### config.mk
export PLATFORM = sky130hd
export DESIGN_NAME = wss_front
export DESIGN_NICKNAME = d
export VERILOG_FILES = /design/src/rtl/assert_macros.svh /design/src/rtl/wss_pkg.sv /design/src/rtl/wss_front.sv
export SDC_FILE = /design/constraint.sdc
export NUM_CORES = 1
export LEC_CHECK = 0
export ABC_AREA = 1
export BUFFER_PORTS_ARGS = -buffer_cell sky130_fd_sc_hd__buf_2
export CAP_MARGIN = 15
export CORE_MARGIN = 2
export CORE_UTILIZATION = 46
export CTS_CLUSTER_DIAMETER = 30
export DETAILED_ROUTE_END_ITERATION = 10
export GPL_TIMING_DRIVEN = 0
export PLACE_DENSITY = 0.72
export SLEW_MARGIN = 10
export SYNTH_ARGS = -nofsm -noshare
export SYNTH_HDL_FRONTEND = slang
export SYNTH_SLANG_ARGS = --single-unit
### constraint.sdc
create_clock -name clk -period 4.8 [get_ports clk]
set_input_delay 0.48 -clock clk [delete_from_list [all_inputs] [get_ports clk]]
set_output_delay 0.48 -clock clk [all_outputs]
set_load 0.02 [all_outputs]
### src/rtl/assert_macros.svh
// ---------------------------------------------------------------------------
// assert_macros.svh
// Shared concurrent assertion shorthands for the string solver RTL.
// ---------------------------------------------------------------------------
`ifndef ASSERT_MACROS_SVH
`define ASSERT_MACROS_SVH

// Same-cycle implication, disabled while reset is asserted
`define CHK_IMPLY(lbl, clk, rst_n, ante, cons, msg) \
	lbl: assert property (@(posedge clk) disable iff (!rst_n) (ante) |-> (cons)) \
		else $error(msg);

// Next-cycle implication, disabled while reset is asserted
`define CHK_NEXT(lbl, clk, rst_n, ante, cons, msg) \
	lbl: assert property (@(posedge clk) disable iff (!rst_n) (ante) |=> (cons)) \
		else $error(msg);

`endif

### src/rtl/wss_pkg.sv
// ---------------------------------------------------------------------------
// wss_pkg
// Shared types and constants of the vibrating string solver.
// ---------------------------------------------------------------------------
`timescale 1ns / 1ps

package wss_pkg;

	localparam int DEF_MAX_POINTS  = 1024;
	localparam int DEF_SAMPLE_BITS = 24;
	localparam int IDX_BITS        = 10;
	localparam int REQ_BITS        = 2;
	localparam int CFG_DATA_BITS   = 32;
	localparam int CFG_IDX_BITS    = 1;
	localparam int R2_BITS         = 32;
	localparam int NPTS_BITS       = 11;
	localparam int QUEUE_DEPTH     = 2;

	localparam logic [R2_BITS-1:0]   R2_RESET   = 32'd27;
	localparam logic [NPTS_BITS-1:0] NPTS_RESET = 11'd1000;

	// request codes on the input port
	typedef enum logic [REQ_BITS-1:0] {
		REQ_LOAD = 2'd0,
		REQ_STEP = 2'd1,
		REQ_READ = 2'd2
	} req_t;

	// classified command handed from front to back
	typedef enum logic [1:0] {
		CMD_LOAD = 2'd0,
		CMD_STEP = 2'd1,
		CMD_READ = 2'd2,
		CMD_NOP  = 2'd3
	} cmd_t;

	// configuration register indexes
	typedef enum logic [CFG_IDX_BITS-1:0] {
		CFG_COURANT = 1'b0,
		CFG_POINTS  = 1'b1
	} cfg_reg_t;

	typedef enum logic [2:0] {
		ST_CLEAR = 3'd0,
		ST_IDLE  = 3'd1,
		ST_READ  = 3'd2,
		ST_RUN   = 3'd3,
		ST_DRAIN = 3'd4
	} back_state_t;

	typedef struct packed {
		logic valid;
		cmd_t cmd;
	} req_ctl_t;

endpackage

### src/rtl/wss_front.sv
// ---------------------------------------------------------------------------
// wss_front
// Request intake: classifies each request and queues it for the back end.
// ---------------------------------------------------------------------------
`timescale 1ns / 1ps

module wss_front #(
	parameter int MAX_POINTS  = wss_pkg::DEF_MAX_POINTS,
	parameter int SAMPLE_BITS = wss_pkg::DEF_SAMPLE_BITS
) (
	input  logic                                 clk,
	input  logic                                 arst_n,
	input  logic                                 push,
	output logic                                 full,
	input  logic [wss_pkg::REQ_BITS-1:0]         req_type,
	input  logic [wss_pkg::IDX_BITS-1:0]         point_index,
	input  logic signed [SAMPLE_BITS-1:0]        sample_in,
	input  logic [$clog2(MAX_POINTS+1)-1:0]      line_len,
	input  logic                                 hold,
	output wss_pkg::req_ctl_t                    req_ctl,
	output logic [wss_pkg::IDX_BITS-1:0]         req_idx,
	output logic signed [SAMPLE_BITS-1:0]        req_sample,
	input  logic                                 req_pop
);
	import wss_pkg::*;

	localparam int QPW = (QUEUE_DEPTH > 1) ? $clog2(QUEUE_DEPTH) : 1;
	localparam int QCW = $clog2(QUEUE_DEPTH + 1);

	cmd_t                    cmd_q  [QUEUE_DEPTH];
	logic [IDX_BITS-1:0]     idx_q  [QUEUE_DEPTH];
	logic [SAMPLE_BITS-1:0]  smp_q  [QUEUE_DEPTH];
	logic [QPW-1:0]          wr_ptr_q, rd_ptr_q;
	logic [QCW-1:0]          cnt_q;
	cmd_t                    cmd_c;
	logic                    in_range;
	logic                    accept;
	logic                    take;

	// classify: out-of-range loads and reads, and unknown codes, do nothing
	assign in_range = 32'(point_index) < 32'(line_len);

	always_comb begin
		case (req_t'(req_type))
			REQ_LOAD: cmd_c = in_range ? CMD_LOAD : CMD_NOP;
			REQ_STEP: cmd_c = CMD_STEP;
			REQ_READ: cmd_c = in_range ? CMD_READ : CMD_NOP;
			default:  cmd_c = CMD_NOP;
		endcase
	end

	assign full   = (cnt_q == QCW'(QUEUE_DEPTH)) || hold;
	assign accept = push && !full;
	assign take   = req_pop && (cnt_q != '0);

	// queue storage
	always_ff @(posedge clk) begin
		if (accept) begin
			cmd_q[wr_ptr_q] <= cmd_c;
			idx_q[wr_ptr_q] <= point_index;
			smp_q[wr_ptr_q] <= sample_in;
		end
	end

	// queue pointers and fill count
	always_ff @(posedge clk or negedge arst_n) begin
		if (!arst_n) begin
			wr_ptr_q <= '0;
			rd_ptr_q <= '0;
			cnt_q    <= '0;
		end else begin
			if (accept) begin
				wr_ptr_q <= (32'(wr_ptr_q) == QUEUE_DEPTH - 1) ? '0 : wr_ptr_q + 1'b1;
			end
			if (take) begin
				rd_ptr_q <= (32'(rd_ptr_q) == QUEUE_DEPTH - 1) ? '0 : rd_ptr_q + 1'b1;
			end
			if (accept && !take) begin
				cnt_q <= cnt_q + 1'b1;
			end else if (take && !accept) begin
				cnt_q <= cnt_q - 1'b1;
			end
		end
	end

	assign req_ctl.valid = (cnt_q != '0);
	assign req_ctl.cmd   = cmd_q[rd_ptr_q];
	assign req_idx       = idx_q[rd_ptr_q];
	assign req_sample    = $signed(smp_q[rd_ptr_q]);

endmodule

==> impl_metrics.sql, run 1 <==
INSERT INTO impl_metrics (metric_group, metric, value, unit) VALUES
('sta', 'final-setup-viol-count', '0', ''),
('floorplan', 'total_number_of_placement_rows', '30', ''),
('sta', 'period_minus_slack', '1.929', 'ns'),
('sta', 'final_min_period_over_clock_period', '40.19', '%'),
('global_route', 'groute.usage.overall', '15.65', '%'),
('route', 'final_antenna_net_count', '0', ''),
('yosys', 'synthXorXnorAreaFrac', '1.109', '%'),
('critical_path', 'regToRegStartpoint', 'cnt_q[0]', ''),
('sta', 'max_freq', '518.4', 'MHz'),
('yosys', 'post-synth-top-area-cell', 'edfxtp_1', ''),
('clock_tree', 'clockBufferDepth', '2', ''),
('yosys', 'ys_async_sr_fraction', '5.263', '%'),
('critical_path', 'critical_path.reg2reg.endpoint', 'smp_q[0][14]', ''),
('sta', 'tightestPinTransition', '0.5497', 'ns'),
('route', 'post_drt_wl_per_cell', '12.25', 'um'),
('placement', 'place.detailed.hpwl', '3927', 'um'),
('sta', 'fin_worst_skew', '0.004966', 'ns'),
('route', 'detail_route.first_pass.iterations', '4', ''),
('yosys', 'yosys.area_share.adder', '3.960', '%'),
('global_route', 'gr-total-overflow', '0', ''),
('critical_path', 'rr_worst_depth', '5', ''),
('yosys', 'synth_compound_area_share', '0.7921', '%'),
('final_layout', 'area_growth_syn_to_layout', '25.66', '%'),
('floorplan', 'fp.dieArea', '0.007547', 'mm^2'),
('critical_path', 'timing.setup.critical_path_class', 'flip-flop to output port', ''),
('final_layout', 'final-seq-area', '0.002262', 'mm^2'),
('global_route', 'first_global_vias', '1945', ''),
('clock_tree', 'clock_insertion_delay_worst_skew', '0.34', 'ns'),
('sta', 'setup_repair_after_global_routing_missed_its_margin', 'no', ''),
('worst_hold_path', 'worstHoldEndpoint', 'smp_q[0][10]', ''),
('sta', 'timing.final.hold_violations', '0', ''),
('critical_path', 'cp-startpoint', 'rd_ptr_q', ''),
('outcome', 'status', 'complete, no violations', ''),
('worst_hold_path', 'holdPathStages', '1', ''),
('yosys', 'post_synth_most_frequent_cells', '129 x nand2_1, 72 x edfxtp_1, 24 x inv_1', ''),
('clock_tree', 'cts_tree', 'built', ''),
('critical_path', 'setup.reg_to_reg.worst_slack', '3.12', 'ns'),
('yosys', 'share_of_the_yosys_chip_area_belonging_to_registers', '71.60', '%'),
('sta', 'worst_slew_margin_rel', '63.26', '%'),
('route', 'total_wirelength_of_the_detailed_routed_design', '5584', 'um'),
('yosys', 'post_synth_and_or_nand_nor_area_fraction', '17.15', '%'),
('clock_tree', 'tritoncts_num_sinks', '76', ''),
('yosys', 'synthesis.area_per_instance', '11.79', 'um^2'),
('final_layout', 'final_nets', '433', ''),
('final_layout', 'num_antenna_cells', '0', ''),
('clock_tree', 'post_cts_setup_buffer_count', '0', ''),
('clock_tree', 'cts_htree_levels', '3', ''),
('floorplan', 'design.core.area', '0.006719', 'mm^2'),
('yosys', 'synth_top_family_by_area', 'simple AND/OR/NAND/NOR gates', ''),
('floorplan', 'height_of_the_die', '86.88', 'um'),
('global_route', 'grt_start_max_net_pins', '27', ''),
('yosys', 'synth.cell_area', '0.003159', 'mm^2'),
('critical_path', 'worst_setup_path_start_kind', 'flip-flop', ''),
('worst_hold_path', 'hold_path.startpoint', 'sample_in[10]', ''),
('global_route', 'initial_antenna_violation_count', '0', ''),
('yosys', 'synth.most_common_cell', 'nand2_1', ''),
('critical_path', 'cp_max_fo', '10', ''),
('placement', 'place.port_buffers', '89', ''),
('worst_hold_path', 'min-delay-path-class', 'input port to flip-flop', ''),
('clock_tree', 'root_buffer', 'clkbuf_8', ''),
('placement', 'gpl.final_weighted_congestion', '0.6992', ''),
('floorplan', 'floorplan.initialDensity', '47.02', '%'),
('clock_tree', 'worst_setup_hold_path_clk_slew', '0.08', 'ns'),
('floorplan', 'die_width', '86.88', 'um'),
('yosys', 'number_of_synthesized_register_bits', '76', ''),
('yosys', 'synth_flop_cell', 'edfxtp_1', ''),
('route', 'vias_per_instance', '4.603', ''),
('final_layout', 'drive_gt1_share', '32.71', '%'),
('critical_path', 'crit_path_end_kind', 'output port', ''),
('yosys', 'synth.area.mux_share', '0', '%'),
('sta', 'setup_total_negative_slack', '0', 'ns');
==> metal layers <==
metal	wire (um)	vias up	track usage, %
met5	0	-	0
met4	135	0	8.949
met3	349	13	4.360
met2	2763	71	26.93
met1	2336	937	17.30
li1	-	1078	-
==> worst max-delay path, stage by stage (launching register included) <==
cell     delay (ns)
dfrtp_1        0.37
buf_4          0.18
inv_6          0.12
buf_6          0.15
nand2_1        0.05
nand2_1        0.07
buf_2          0.16
==> sequential cells by signal, summed over array words and instances, names as in the netlist <==
register / count
rd_ptr_q: 1
wr_ptr_q: 1
cnt_q: 2
cmd_q: 4
idx_q: 20
smp_q: 48
==> cells in the final DEF (no fill, tap or decap), types with 2 or more instances in the layout <==
| master | n |
|---|---|
| inv_2 | 2 |
| xor2_1 | 3 |
| ha_1 | 10 |
| clkinv_2 | 2 |
| clkbuf_8 | 9 |
| buf_2 | 89 |
| clkinv_4 | 2 |
| nand2_1 | 129 |
| edfxtp_1 | 72 |
| inv_1 | 24 |
| a21oi_1 | 4 |
| nand2_2 | 2 |
| nor2_2 | 2 |
| buf_4 | 4 |
| buf_6 | 3 |
| nor2_4 | 2 |
| dfrtp_1 | 4 |
==> cell type report <==
| type | count | share of cell area (%) |
|---|---|---|
| flip-flops and latches | 76 | 56.98 |
| plain buffers | 7 | 1.607 |
| repair buffers | 92 | 12.67 |
| multi-input cells | 158 | 18.69 |
| well taps | 80 | 2.521 |
| clock buffers | 10 | 3.215 |
| clock inverters | 6 | 1.639 |
| inverters | 27 | 2.679 |
==> worst max-delay path by stage <==
stage	endpoint	slack (ns)
3_5_place_dp	smp_q[0][16]	2.92
2_1_floorplan	cmd_q[0][0]	2.18
4_1_cts	req_idx[6]	2.83
5_1_grt	req_idx[6]	2.76
3_3_place_gp	smp_q[0][13]	1.20
6_report	req_sample[10]	2.87
==> cells by family after synthesis <==
| logic type | Yosys count |
|---|---|
| adders and majority gates | 10 |
| DFF | 76 |
| AOI/OAI and AO/OA | 5 |
| buffers and inverters | 34 |
| xor gates and xnor gates | 4 |
| and+or+nand+nor | 139 |
==> report_power, final <==
group	switching, mW	internal [mW]	total, mW
Combinational	0.529	0.269	0.798
Clock	0.227	0.240	0.467
Sequential	0.0253	0.830	0.855
Total	0.781	1.34	2.12
==> per-stage QoR <==
stage | hold slack (ns) | util, % | cells | total power, mW | setup WS (ns)
global placement | 0.2879 | 55.14 | 437 | 1.651 | 1.197
finish | 0.3198 | 59.09 | 456 | 2.120 | 2.871
floorplan | 0.1844 | - | 268 | 1.403 | 2.184
global route | 0.3008 | 59.09 | 456 | 2.253 | 2.764
detailed placement | 0.2927 | 56.07 | 439 | 1.684 | 2.922
CTS | 0.3042 | 59.09 | 456 | 2.153 | 2.826
==> repair_timing <==
| item | in CTS | in global routing |
|---|---|---|
| hold buffers | 1 | 0 |
| gates resized for setup | 0 | 0 |
| endpoints found under the hold margin | 4 | 0 |
Power figures use the tool's default switching activity.
==> run 2, diff against run 1 <==
ABC_AREA = 0   (was 1)
PLACE_DENSITY = 0.75   (was 0.72)
clock period = 1.6 ns   (was 4.8 ns; I/O delays follow)
==> run 2 against run 1 <==
The run now ends with setup timing left; global-route usage down 0.50 points; via count down 10%; final area rose by 14%; die area increased by 1.9%; sequential cell count is the same; synthesized cell count decreased by 37%; critical path depth is 2 lower; largest cell class unchanged.
==> impl_metrics.sql, run 2 <==
INSERT INTO impl_metrics (metric_group, metric, value, unit) VALUES
('outcome', 'status', 'complete, but fails checks', ''),
('outcome', 'violations_in_the_final_reports', 'setup timing', ''),
('clock_tree', 'cts_htree_levels', '3', ''),
('critical_path', 'timing.setup.critical_path_class', 'flip-flop to output port', ''),
('critical_path', 'required_time_at_the_worst_slack_endpoint', '1.44', 'ns'),
('final_layout', 'layout_common_cells', '72 x edfxtp_1, 65 x buf_2, 33 x mux2_4, 24 x buf_6, 22 x dlygate4sd3_1', ''),
('sta', 'tightestPinTransition', '0.3565', 'ns'),
('global_route', 'groute.usage.overall', '15.15', '%'),
('route', 'vias_per_instance', '4.708', ''),
('global_route', 'grt_start_max_net_pins', '37', ''),
('final_layout', 'mostFrequentLayoutCell', 'edfxtp_1', ''),
('yosys', 'synthTopCellsByArea', 'edfxtp_1 67%, mux2_4 14%, ha_1 3.9%, dfrtp_1 3.1%, mux2_2 2.4%', ''),
('floorplan', 'total_number_of_placement_rows', '30', ''),
('clock_tree', 'worst_setup_hold_path_clk_slew', '0.07', 'ns'),
('yosys', 'count_of_different_cell_masters_after_synthesis', '27', ''),
('power', 'power.density', '1552', 'mW/mm^2'),
('final_layout', 'drive_gt1_share', '51.97', '%'),
('clock_tree', 'root_buffer', 'clkbuf_8', ''),
('clock_tree', 'tritoncts_num_sinks', '76', ''),
('yosys', 'synth_top_cell_area_share', '67.08', '%'),
('global_route', 'grt_first_pass_wirelength', '8480', 'um'),
('sta', 'timing.final.hold_violations', '0', ''),
('final_layout', 'top_register', 'smp_q', ''),
('clock_tree', 'clock_insertion_delay_worst_skew', '0.35', 'ns'),
('sta', 'final_min_period_over_clock_period', '103.5', '%'),
('floorplan', 'height_of_the_die', '87.71', 'um'),
('sta', 'postLayoutSetupSlackWorst', '-0.05541', 'ns'),
('floorplan', 'die_width', '87.71', 'um'),
('critical_path', 'worstPathCellList', 'buf_8 > buf_12 > mux2_4 > buf_2', ''),
('critical_path', 'crit_path_end_kind', 'output port', ''),
('placement', 'place.port_buffers', '89', ''),
('final_layout', 'biggestRegsByFlops', 'smp_q: 48 flops, idx_q: 20 flops, cmd_q: 4 flops', ''),
('final_layout', 'final_nets', '361', ''),
('yosys', 'netlist_instances', '170', ''),
('floorplan', 'fp.dieArea', '0.007692', 'mm^2'),
('yosys', 'synth_edf_count', '72', ''),
('route', 'initialDrtViolationCount', '55', ''),
('route', 'total_wirelength_of_the_detailed_routed_design', '5925', 'um'),
('yosys', 'post-synth-top-area-cell', 'edfxtp_1', ''),
('final_layout', 'largest_reg_flops', '48', ''),
('yosys', 'yosysWarnings', '0', ''),
('route', 'post_drt_wl_per_cell', '14.81', 'um'),
('worst_hold_path', 'min-delay-path-class', 'input port to flip-flop', ''),
('yosys', 'synthesis.area_per_instance', '18.96', 'um^2'),
('global_route', 'gr-total-overflow', '0', ''),
('critical_path', 'cp_max_fo', '10', ''),
('placement', 'dpl-instance-area', '0.003797', 'mm^2'),
('yosys', 'synth_flop_cell', 'edfxtp_1', ''),
('critical_path', 'critical_path_data_arrival_time', '1.50', 'ns'),
('placement', 'gpl.final_weighted_congestion', '0.7509', ''),
('clock_tree', 'clockBufferDepth', '2', ''),
('sta', 'final-setup-viol-count', '33', ''),
('clock_tree', 'cts_buffers', '9', ''),
('route', 'final_antenna_net_count', '0', ''),
('route', 'drt_drc_violations_left', '0', ''),
('power', 'p_leak', '1.897', 'nW'),
('power', 'vdd_drop_max', '0.6741', 'mV'),
('route', 'detail_route.first_pass.iterations', '4', ''),
('critical_path', 'path_delay_family', 'buffers and inverters', ''),
('sta', 'max_freq', '604.1', 'MHz'),
('yosys', 'share_of_the_yosys_chip_area_belonging_to_registers', '70.19', '%'),
('final_layout', 'area_growth_syn_to_layout', '40.61', '%'),
('critical_path', 'crit_path_max_incr_delay', '0.39', 'ns'),
('final_layout', 'finalInstanceArea', '0.004532', 'mm^2'),
('sta', 'setup_repair_after_global_routing_missed_its_margin', 'yes', ''),
('sta', 'setup_total_negative_slack', '-1.227', 'ns'),
('flow_run', 'maxCapViolations', '0', ''),
('sta', 'worst_slew_margin_rel', '76.23', '%'),
('critical_path', 'crit_slowest_cell', 'dfrtp_1', ''),
('global_route', 'initial_antenna_violation_count', '0', ''),
('sta', 'fin_worst_skew', '0.005828', 'ns'),
('sta', 'period_minus_slack', '1.655', 'ns'),
('route', 'vias', '1883', ''),
('floorplan', 'design.core.area', '0.006794', 'mm^2'),
('clock_tree', 'cts_tree', 'built', ''),
('yosys', 'number_of_synthesized_register_bits', '76', ''),
('yosys', 'number_of_nets_in_the_synthesized_netlist', '232', ''),
('final_layout', 'num_antenna_cells', '0', ''),
('yosys', 'synth.most_common_cell', 'edfxtp_1', ''),
('critical_path', 'worst_setup_path_start_kind', 'flip-flop', ''),
('yosys', 'post_synth_most_frequent_cells', '72 x edfxtp_1, 29 x mux2_4, 13 x inv_1', ''),
('sta', 'report.final.slew_viol_count', '0', ''),
('floorplan', 'floorplan.initialDensity', '47.44', '%'),
('placement', 'place.detailed.hpwl', '3496', 'um'),
('yosys', 'synth.cell_area', '0.003223', 'mm^2'),
('critical_path', 'crit_buf_inv', '3', ''),
('floorplan', 'top_level_pins', '90', ''),
('global_route', 'first_global_vias', '1875', ''),
('yosys', 'ys_async_sr_fraction', '5.263', '%');
run 2: area by class of cell:
class	instances	area (um^2)
tap	96	120.1
buffer	4	75.07
clock buffer	9	123.9
clock inverter	7	81.33
fill	473	2262
multi-input combinational	78	899.6
inverter	14	52.55
timing repair buffer	116	915.9
sequential	76	2263
run 2: kinds of logic after synthesis:
logic type / after synthesis / share of synthesized area, %
AO/OA/AOI/OAI: 12 / 2.252
XOR/XNOR: 5 / 1.592
adder cells (fa/ha/maj): 10 / 3.882
buffers and inverters: 18 / 3.843
flip-flops: 76 / 70.19
multiplexers: 36 / 15.96
AND/OR/NAND/NOR: 13 / 2.291
run 2: worst register-to-register path, delay by kind of cell (launching register included):
family                   cells  cell delay (ns)
AND/OR/NAND/NOR              2             0.20
XOR/XNOR                     2             0.29
flip-flops                   1             0.43
buffers and inverters        1             0.08
AO/OA/AOI/OAI                1             0.25
adder cells (fa/ha/maj)      1             0.17
run 2: worst paths after layout:
check	slack [ns]	to	cells past startpoint	startpoint
worst max register to register	0.07	cnt_q[1]	7	cnt_q[1]
worst min-delay path	0.01	smp_q[1][15]	1	sample_in[15]
max in group asynchronous	1.33	cnt_q[0]	2	arst_n
worst max-delay path	-0.06	req_idx[6]	4	rd_ptr_q
min in group asynchronous	0.14	cnt_q[1]	2	arst_n
worst min register to register	0.54	cnt_q[0]	1	cnt_q[0]
run 2: what timing repair did:
item,4_1_cts,5_1_grt
setup buffers,5,0
cloned,1,1
endpoints found under the hold margin,44,1
pin swaps,3,1
gates resized for setup,16,45
hold buffers,21,1
endpoints found under the setup margin,101,70
run 2: where the power goes:
group	switching (mW)	leakage (nW)	internal, mW
sequential	0.137	0.703	2.49
combinational	1.32	1.09	1.55
clock	0.668	0.105	0.856
total	2.13	1.90	4.90
run 2: metal layers:
metal	vias to the layer above	wire, um	global-route usage, %
li1	900	-	-
met1	901	2433	15.98
met2	71	3001	26.45
met3	11	375	5.938
met4	0	114	7.273
met5	-	0	0
run 2: through the flow:
stage                     power [mW]  hold slack [ns]  utilization, %  std cells  setup WS, ns
after detailed placement       4.975         -0.02966           55.89        355       -0.4453
after global routing           7.350         0.001844           66.70        400      -0.09314
final                          7.034         0.009836           66.70        400      -0.05541
after CTS                      6.813        0.0008227           64.42        398      -0.08481
after global placement         4.932         -0.03406           55.89        355       -0.3760
after floorplan                4.388          -0.1356               -        170      -0.05491
==> run 3, diff against run 2 <==
RECOVER_POWER = 100   (was default)
==> run 3 against run 2 <==
Clock-buffer cell count stayed put; the run still ends with setup timing left; first-iteration DRC count shrank 20%; sequential power is essentially flat; power shrank 1.4%; critical path type unchanged; largest cell class unchanged; maximum frequency hardly changed.
==> impl_metrics.sql, run 3 (synthesized netlist as in run 2, its figures left out) <==
INSERT INTO impl_metrics (metric_group, metric, value, unit) VALUES
('outcome', 'status', 'complete, but fails checks', ''),
('outcome', 'violations_in_the_final_reports', 'setup timing', ''),
('sta', 'timing.final.hold_violations', '0', ''),
('critical_path', 'cp_max_fo', '10', ''),
('power', 'power.sequential.fraction', '37.8', '%'),
('sta', 'report.final.slew_viol_count', '0', ''),
('final_layout', 'top_register', 'smp_q', ''),
('floorplan', 'top_level_pins', '90', ''),
('clock_tree', 'clockBufferDepth', '2', ''),
('floorplan', 'design.core.area', '0.006794', 'mm^2'),
('sta', 'setup_total_negative_slack', '-1.206', 'ns'),
('critical_path', 'crit_buf_inv', '3', ''),
('critical_path', 'worst_setup_path_start_kind', 'flip-flop', ''),
('sta', 'final_min_period_over_clock_period', '103.4', '%'),
('clock_tree', 'root_buffer', 'clkbuf_8', ''),
('sta', 'worst_slew_margin_rel', '79.92', '%'),
('sta', 'postLayoutSetupSlackWorst', '-0.05457', 'ns'),
('sta', 'fin_worst_skew', '0.005077', 'ns'),
('floorplan', 'height_of_the_die', '87.71', 'um'),
('power', 'power_switching_share', '30.30', '%'),
('global_route', 'grt_start_max_net_pins', '37', ''),
('route', 'detail_route.first_pass.iterations', '4', ''),
('critical_path', 'path_delay_family', 'buffers and inverters', ''),
('power', 'p_leak', '1.795', 'nW'),
('route', 'total_wirelength_of_the_detailed_routed_design', '5899', 'um'),
('clock_tree', 'worst_setup_hold_path_clk_slew', '0.07', 'ns'),
('global_route', 'groute.usage.overall', '15.15', '%'),
('critical_path', 'worstPathCellList', 'buf_8 > buf_12 > mux2_4 > buf_2', ''),
('sta', 'max_freq', '604.4', 'MHz'),
('global_route', 'gr-total-overflow', '0', ''),
('route', 'post_drt_wl_per_cell', '14.75', 'um'),
('final_layout', 'drive_gt1_share', '41.78', '%'),
('placement', 'place.port_buffers', '89', ''),
('route', 'vias_per_instance', '4.723', ''),
('final_layout', 'num_antenna_cells', '0', ''),
('route', 'final_antenna_net_count', '0', ''),
('critical_path', 'crit_path_end_kind', 'output port', ''),
('global_route', 'first_global_vias', '1875', ''),
('placement', 'place.detailed.hpwl', '3496', 'um'),
('placement', 'gpl.final_weighted_congestion', '0.7509', ''),
('floorplan', 'die_width', '87.71', 'um'),
('clock_tree', 'cts_htree_levels', '3', ''),
('power', 'p_sw', '2.102', 'mW'),
('clock_tree', 'clock_insertion_delay_worst_skew', '0.35', 'ns'),
('sta', 'setup_repair_after_global_routing_missed_its_margin', 'yes', ''),
('final_layout', 'layout_common_cells', '72 x edfxtp_1, 35 x buf_2, 33 x mux2_4, 30 x clkbuf_1, 24 x buf_6', ''),
('sta', 'final-setup-viol-count', '33', ''),
('final_layout', 'biggestRegsByFlops', 'smp_q: 48 flops, idx_q: 20 flops, cmd_q: 4 flops', ''),
('critical_path', 'crit_path_max_incr_delay', '0.39', 'ns'),
('power', 'pwr-share-comb', '40.3', '%'),
('clock_tree', 'cts_tree', 'built', ''),
('sta', 'period_minus_slack', '1.655', 'ns'),
('critical_path', 'timing.setup.critical_path_class', 'flip-flop to output port', ''),
('power', 'power.internal', '4.834', 'mW'),
('floorplan', 'total_number_of_placement_rows', '30', ''),
('global_route', 'initial_antenna_violation_count', '0', ''),
('floorplan', 'floorplan.initialDensity', '47.44', '%'),
('floorplan', 'fp.dieArea', '0.007692', 'mm^2'),
('final_layout', 'mostFrequentLayoutCell', 'edfxtp_1', ''),
('placement', 'detailedPlace.worstSlack', '-0.4453', 'ns'),
('power', 'clock_power_share', '22.0', '%'),
('worst_hold_path', 'min-delay-path-class', 'input port to flip-flop', ''),
('critical_path', 'critical_path_data_arrival_time', '1.49', 'ns'),
('route', 'drt_drc_violations_left', '0', ''),
('critical_path', 'required_time_at_the_worst_slack_endpoint', '1.44', 'ns'),
('power', 'power.density', '1569', 'mW/mm^2'),
('final_layout', 'area_growth_syn_to_layout', '37.19', '%'),
('critical_path', 'crit_slowest_cell', 'dfrtp_1', ''),
('final_layout', 'largest_reg_flops', '48', ''),
('sta', 'hold_ws', '0.02864', 'ns'),
('power', 'vdd_drop_max', '0.6778', 'mV'),
('flow_run', 'maxCapViolations', '0', ''),
('clock_tree', 'tritoncts_num_sinks', '76', ''),
('route', 'initialDrtViolationCount', '44', ''),
('sta', 'tightestPinTransition', '0.2986', 'ns'),
('global_route', 'grt_first_pass_wirelength', '8480', 'um'),
('route', 'vias', '1889', ''),
('final_layout', 'final_nets', '361', ''),
('clock_tree', 'cts_buffers', '9', '');
[run 3: cell count changes in the layout (fill, tap and decap cells not counted), sizes merged]
cell and change:
clkbuf +33, buf -33
[run 3: power by group through the flow]
stage / sequential (mW) / combinational [mW] / clock (mW)
5_1_grt: 2.64 / 2.96 / 1.64
2_1_floorplan: 2.62 / 1.77 / 0
3_5_place_dp: 2.65 / 2.32 / 0
3_3_place_gp: 2.63 / 2.30 / 0
6_report: 2.62 / 2.79 / 1.52
4_1_cts: 2.63 / 2.63 / 1.56
[run 3: layout make-up]
class,count,area [um^2]
inverter,14,52.55
buffer,4,75.07
clock buffer,9,123.9
fill,500,2372
sequential,76,2263
multi-input combinational,78,879.6
timing repair buffer,116,825.8
clock inverter,7,81.33
tap,96,120.1
[run 3: per-layer routing]
metal | routed length [um] | GRT usage [%] | vias to the layer above
met5 | 0 | 0 | -
met4 | 114 | 7.273 | 0
met3 | 376 | 5.938 | 11
met2 | 3008 | 26.45 | 73
met1 | 2399 | 15.98 | 907
li1 | - | - | 898
[run 3: worst paths after layout]
kind | from | end | slack (ns) | depth (start not counted)
min | sample_in[15] | smp_q[1][15] | 0.03 | 1
max in group asynchronous | arst_n | cnt_q[0] | 1.23 | 2
min in group asynchronous | arst_n | cnt_q[1] | 0.17 | 2
max | rd_ptr_q | req_idx[6] | -0.05 | 4
max reg2reg | cnt_q[1] | cnt_q[1] | 0.06 | 7
min reg2reg | cnt_q[0] | cnt_q[0] | 0.54 | 1
[run 3: timing repair]
action	4_1_cts	5_1_grt
hold endpoints to repair	44	1
setup buffers	5	0
resized for setup	16	45
pin swaps	3	1
cloned	1	1
hold buffers	21	1
setup endpoints to repair	101	70
[run 3: worst reg2reg max path: stages (launching register included)]
cell,delay (ns)
dfrtp_1,0.43
a21oi_4,0.23
nand2_2,0.15
inv_1,0.09
ha_1,0.17
xor2_1,0.16
nor2_1,0.07
xor2_1,0.13
[run 3: stage by stage]
stage | cell area [um^2] | instances | total power [mW] | util, %
after detailed placement | 3797 | 355 | 4.975 | 55.89
after global placement | 3797 | 355 | 4.932 | 55.89
after CTS | 4377 | 398 | 6.813 | 64.42
after floorplan | 3232 | 170 | 4.388 | -
after global routing | 4422 | 400 | 7.252 | 65.08
final | 4422 | 400 | 6.936 | 65.08
